$ cat src/design/pida_pkg.sv
`timescale 1ns / 1ps
// ----------------------------------------------------------------------------
// pida_pkg: shared types and constants
// Sizes, request and status codes, and the command broadcast to the cell row.
// ----------------------------------------------------------------------------
package pida_pkg;

  localparam int DEPTH     = 256;
  localparam int WORD_BITS = 64;

  // field widths fixed by the interface
  localparam int REQ_W     = 2;
  localparam int POS_W     = 9;
  localparam int CNT_W     = 9;
  localparam int STAT_W    = 2;
  localparam int WORD_W    = 64;

  // cell index width (at least two bits so the read tree has two levels)
  localparam int IDX_W     = (DEPTH > 4) ? $clog2(DEPTH) : 2;
  // compare width: holds any cell index and any count or position
  localparam int CMP_W     = (IDX_W + 1 > CNT_W) ? IDX_W + 1 : CNT_W;

  // read tree: low index bits pick within a group, high bits pick the group
  localparam int HI_BITS   = IDX_W / 2;
  localparam int LO_BITS   = IDX_W - HI_BITS;
  localparam int GRP       = 2 ** LO_BITS;
  localparam int NGRP      = 2 ** HI_BITS;

  // capacity after reset, saturated to the depth
  localparam int CAP_RESET = (256 > DEPTH) ? DEPTH : 256;

  typedef enum logic [REQ_W-1:0] {
    REQ_SET = 2'd0,
    REQ_GET = 2'd1,
    REQ_INS = 2'd2,
    REQ_DEL = 2'd3
  } req_kind_t;

  typedef enum logic [STAT_W-1:0] {
    ST_OK    = 2'd0,
    ST_RANGE = 2'd1,
    ST_FULL  = 2'd2
  } status_t;

  typedef struct packed {
    logic                 en;
    req_kind_t            kind;
    logic [CMP_W-1:0]     slot;
    logic [CMP_W-1:0]     count;
    logic [WORD_BITS-1:0] word;
  } cell_cmd_t;

endpackage

$ cat src/design/pida_cell.sv
`timescale 1ns / 1ps
// ----------------------------------------------------------------------------
// pida_cell: one storage cell of the row
// Holds one word and a valid bit; loads, or takes a neighbor's word on a shift.
// ----------------------------------------------------------------------------
module pida_cell (
  input  logic                          clk,
  input  logic                          rst_n,
  input  pida_pkg::cell_cmd_t           cmd,
  input  logic [pida_pkg::CMP_W-1:0]    idx,
  input  logic [pida_pkg::WORD_BITS-1:0] left_word,
  input  logic                          left_vld,
  input  logic [pida_pkg::WORD_BITS-1:0] right_word,
  input  logic                          right_vld,
  output logic [pida_pkg::WORD_BITS-1:0] word,
  output logic                          vld
);

  logic [pida_pkg::WORD_BITS-1:0] word_r, word_nxt;
  logic                           vld_r, vld_nxt;

  always_comb begin
    word_nxt = word_r;
    vld_nxt  = vld_r;
    if (cmd.en) begin
      case (cmd.kind)
        pida_pkg::REQ_SET: begin
          if (idx == cmd.slot) begin
            word_nxt = cmd.word;
            vld_nxt  = 1'b1;
          end
        end
        pida_pkg::REQ_INS: begin
          if (idx == cmd.slot) begin
            word_nxt = cmd.word;
            vld_nxt  = 1'b1;
          end else if (idx > cmd.slot && idx <= cmd.count) begin
            // shift up: take the word from the left
            word_nxt = left_word;
            vld_nxt  = left_vld;
          end
        end
        pida_pkg::REQ_DEL: begin
          if (idx >= cmd.slot && (idx + pida_pkg::CMP_W'(1)) < cmd.count) begin
            // shift down: take the word from the right
            word_nxt = right_word;
            vld_nxt  = right_vld;
          end
        end
        default: begin
        end
      endcase
    end
  end

  always_ff @(posedge clk) begin
    if (!rst_n) begin
      vld_r <= 1'b0;
    end else begin
      vld_r <= vld_nxt;
    end
    word_r <= word_nxt;
  end

  // never-written cells read as zero
  assign word = vld_r ? word_r : '0;
  assign vld  = vld_r;

endmodule

$ cat config.mk
export PLATFORM = sky130hd
export DESIGN_NAME = pida_cell
export DESIGN_NICKNAME = d
export VERILOG_FILES = /design/src/design/pida_pkg.sv /design/src/design/pida_cell.sv
export SDC_FILE = /design/constraint.sdc
export NUM_CORES = 1
export LEC_CHECK = 0
export ABC_AREA = 1
export BUFFER_PORTS_ARGS = -buffer_cell sky130_fd_sc_hd__buf_2
export CORE_ASPECT_RATIO = 0.9
export CORE_UTILIZATION = 28
export CTS_CLUSTER_SIZE = 10
export DETAILED_ROUTE_END_ITERATION = 6
export SYNTH_ARGS = -nofsm -noshare
export SYNTH_HDL_FRONTEND = slang
export SYNTH_SLANG_ARGS = --single-unit
$ cat constraint.sdc
create_clock -name clk -period 3.7 [get_ports clk]
set_input_delay 0.37 -clock clk [delete_from_list [all_inputs] [get_ports clk]]
set_output_delay 0.37 -clock clk [all_outputs]
set_load 0.02 [all_outputs]
Word-level counts from Yosys, hierarchy flattened
Cells that the tools add are included.

Word-level logic and storage cells: 29. Output and inout port bits: 65. Flip-flop bits (word level): 65. Input port bits: 226.

Add/subtract/negate cells: 1. Reductions and logical operators: 5. $lt $le $gt $ge: 4. Eq/ne operators: 6. Multiplexer cells: 11.

Operators with widths (number): $mux 64 (5); $pmux 64 s3 (1); $add 9x1->9 const B (1); $eq 9x9->1 (1); $ge 9x9->1 (1); $gt 9x9->1 (1); $le 9x9->1 (1); $lt 9x9->1 (1); $reduce_and 5->1 (1); $eq 2x2->1 const B (2); $mux 1 (4); $ne 2x2->1 const B (2); $ne 3x3->1 const B (1); $pmux 1 s3 (1); $reduce_bool 3->1 (1); $logic_and 1x1->1 (2); $logic_not 2->1 (1).

Longest topological paths before layout
Word-level depth: 5. Gate-level depth with buffers: 17. Gate-level depth less buffers: 17.

Worst setup path before layout
OpenSTA, ideal clock, no wires.

Path kind: input to register. Start: input port idx[0] (netlist bit). End: register word_r[0] (netlist bit), enable pin. Setup slack: -0.125 ns. Path buffers: 0. Stages on the path: 10. Arrival: 3.396 ns. Library setup time: 0.429 ns. Required time: 3.271 ns. Cells stage by stage: ha_1 -> nand3_1 -> nand3b_1 -> nand3b_1 -> xnor2_1 -> ha_1 -> a211oi_2 -> nand2_1 -> a21oi_1 -> and2_1.

Word-level cells in the longest chain between the ends: 5. Elaborated cells on any way between the ends: 12. Those cells by class: add/sub: 1; order compare: 4; eq/ne: 4; reduce/logical: 3.

RTL lines: start: declaration (RTL line pida_cell.sv:10) `input logic [pida_pkg::CMP_W-1:0] idx,`; $add 9x1->9 (RTL line pida_cell.sv:44) `if (idx >= cmd.slot && (idx + pida_pkg::CMP_W'(1)) < cmd.count) begin`; $lt 9x9->1 (RTL line pida_cell.sv:44); $logic_and 1x1->1 (RTL line pida_cell.sv:44); $ne 2x2->1 (no line); $reduce_and 5->1 (no line) (*); end signal: assignment (RTL line pida_cell.sv:62) `word_r <= word_nxt;`; end: declaration (RTL line pida_cell.sv:19) `logic [pida_pkg::WORD_BITS-1:0] word_r, word_nxt;`.

Every way passes the cells marked *; elsewhere a longest branch is shown, timed or not. A chain may end at the register's enable or synchronous reset.

Worst setup path after layout
Start: input port idx[1] (netlist bit). End: register word_r[52] (netlist bit), enable pin.

Same word-level chain as after synthesis.

==> impl_metrics.csv <==
group,metric,value,unit
clock_tree,cts_buffers,9,
critical_path,reg2reg_depth,3,
routing,ant_nets,0,
critical_path,cp.required,3730,ps
critical_path,reg2reg_slack,2200,ps
clock_tree,cts_tree,"done",
clock_tree,cts_num_sinks,65,
clock_tree,post_cts_resize_count,0,
min_path,hp-class,"input port to flip-flop",
clock_tree,ctsHoldBuffers,0,
timing,fmax,362,MHz
min_path,hold_path_depth,3,
cells_and_area,final_common_cell,"buf_2",
routing,num_vias,5515,
clock_tree,htreeDepth,3,
cells_and_area,regArea,1940,sq um
routing,drtIter0Drc,180,
clock_tree,root_buffer,"clkbuf_16",
grt,grt_pass1_vias,5113,
clock_tree,clockBufferDepth,2,
cells_and_area,fin_util,39.9,%
critical_path,path_max_fanout,17,
yosys,ys.flop_type,"edfxtp_1",
cells_and_area,multi_input_area,2550,sq um
floorplan,core,17700,sq um
clock_tree,clkTransAtPathRegs,50,ps
floorplan,die_area,18800,sq um
timing,slew_headroom,34.2,%
min_path,hold_end,"vld",
routing,wl,16.2,mm
clock_tree,clock_latency,330,ps
floorplan,io_pins,291,
placement,globalplace.congestion,0.791,
power_and_ir_drop,max-vdd-ir-drop,0.236,mV
cells_and_area,diodes,0,
timing,fin_ws,939,ps
timing,drv_slew,0,
job,drv_cap,0,
floorplan,initial_core_util,28.8,%
yosys,ys_seq_area_share,38.1,%
yosys,syn-cell-area,5100,sq um
yosys,syn_inst,697,
cells_and_area,layout_common_cells,"290 x buf_2, 223 x nand2_1, 99 x inv_1",
grt,grt_pass1_wl,24.5,mm
critical_path,r2r-start,"vld",
timing,hold_viol_final,0,
critical_path,regToRegEndpoint,"vld",
timing,worstMarginPinSlew,986,ps
yosys,syn_area_per_cell,7.32,sq um
yosys,synthesis.nets,951,
floorplan,die_h,130,um
timing,period_share,74.6,%
routing,avgViaCountPerCell,4.55,
timing,finalClockSkew,0,ps
grt,antenna_found_initial,0,
power_and_ir_drop,powerDensity,335,nW/um^2
yosys,synth.yosys.warnings,0,
min_path,hp-start,"rst_n",
critical_path,worstPathArrival,2790,ps
placement,dp_hpwl,12.5,mm
critical_path,critPathKind,"input port to flip-flop",
placement,portBuffers,290,
status,status,"complete, no violations",
grt,grt_util_all_layers,16.9,%
routing,wl_per_cell,13.4,um
routing,dr.pass1.iters,4,
cells_and_area,area_growth,38.6,%
timing,min_period,2760,ps
placement,pre_cts_ws,585,ps
clock_tree,post_cts.repair.setup_buffers,0,
yosys,async_flop_share,0,%
floorplan,die_w,144,um
critical_path,worstSetupStartpointType,"input port",
timing,setup_violations,0,
power_and_ir_drop,p_leak,3.78,nW
floorplan,rows,46,
yosys,ys_types,31,
critical_path,end_kind,"flip-flop",
yosys,ys_seq_elements,65,
yosys,synth_enable_flop_cells,64,
cells_and_area,fillers,1943,
cells_and_area,drive_gt1_share,34.0,%
timing,grt_setup_unrepaired,"false",
grt,grt_max_degree,51,
critical_path,crit_start,"idx[1]",
routing,drc,0,
grt,grt-ovfl-total,0,
cells_and_area,fin_nets,1222,
timing,setup_tns,0,ps
## registers in the layout, summed over array words and instances (netlist names)
register	flops
word_r	64
vld	1
## layout make-up
type / count / area share, %
inverter: 102 / 5.42
clock inverter: 6 / 1.61
tap: 240 / 4.25
sequential: 65 / 27.5
clock buffer: 10 / 3.24
timing repair buffer: 301 / 21.9
multi-input combinational: 489 / 36.1
## per-stage QoR
stage               area (sq um)  hold slack (ps)  power, mW  cells
floorplan                   5100              491       1.18    697
global placement            6730              597       1.41   1197
detailed placement          6730              595       1.42   1197
CTS                         7070              233       2.42   1213
global route                7070              273       2.50   1213
finish                      7070              255       2.37   1213
## worst max path at each step
stage | slack [ps] | endpoint | cells past startpoint
global placement | 620 | word_r[24] | 12
floorplan | 560 | word_r[0] | 10
detailed placement | 580 | word_r[52] | 12
finish | 940 | word_r[52] | 12
global route | 710 | word_r[22] | 12
CTS | 940 | word_r[52] | 12
## worst max-delay path, cell delays in order
cell	delay, ps
buf_2	120
ha_1	180
nand3_1	120
nand3b_1	210
nand3b_1	180
xnor2_1	140
ha_1	300
a211oi_2	220
nand2_1	70
a21oi_1	210
and2_4	380
buf_4	280
## routing by layer
| metal | GRT usage (%) | share of wire, % | vias to the layer above |
|---|---|---|---|
| met5 | 0 | 0 | - |
| met4 | 4.89 | 1.8 | 0 |
| met3 | 3.89 | 6.5 | 21 |
| met2 | 31.1 | 49 | 193 |
| met1 | 19.4 | 42 | 2475 |
| li1 | - | - | 2826 |
## cell families (layout without fill, tap and decap cells)
family	after synthesis	count (layout)	synth area share, %
compound gates	143	143	18.0
xor+xnor	7	7	1.20
fa+ha+maj	28	28	6.87
buf+inv	143	419	12.0
flops	65	65	38.1
simple gates	311	311	23.8
## synth_stat cells, types with 2 or more instances
library cell / instances / share of area [%]
a21oi_1: 10 / 0.98
buf_2: 6 / 0.59
buf_6: 8 / 1.8
clkbuf_1: 21 / 1.5
clkbuf_2: 5 / 0.49
edfxtp_1: 64 / 38
ha_1: 28 / 6.9
inv_1: 99 / 7.3
inv_2: 3 / 0.22
nand2_1: 223 / 16
nand3_1: 8 / 0.78
nand3b_1: 5 / 0.74
nor2_1: 68 / 5.0
nor2_2: 2 / 0.25
nor3_1: 2 / 0.20
o211ai_1: 58 / 8.5
o211ai_2: 5 / 1.2
o21ai_0: 54 / 5.3
o21ai_1: 11 / 1.1
xor2_1: 6 / 1.0
## power breakdown
| group | total, mW | switching [mW] | internal, mW | leakage [nW] |
|---|---|---|---|---|
| clock network | 0.975 | 0.315 | 0.660 | 0.159 |
| logic | 0.498 | 0.284 | 0.214 | 3.04 |
| registers | 0.898 | 0.0210 | 0.877 | 0.573 |
| total | 2.37 | 0.620 | 1.75 | 3.78 |
No activity file was read; power rests on OpenSTA's default activity.
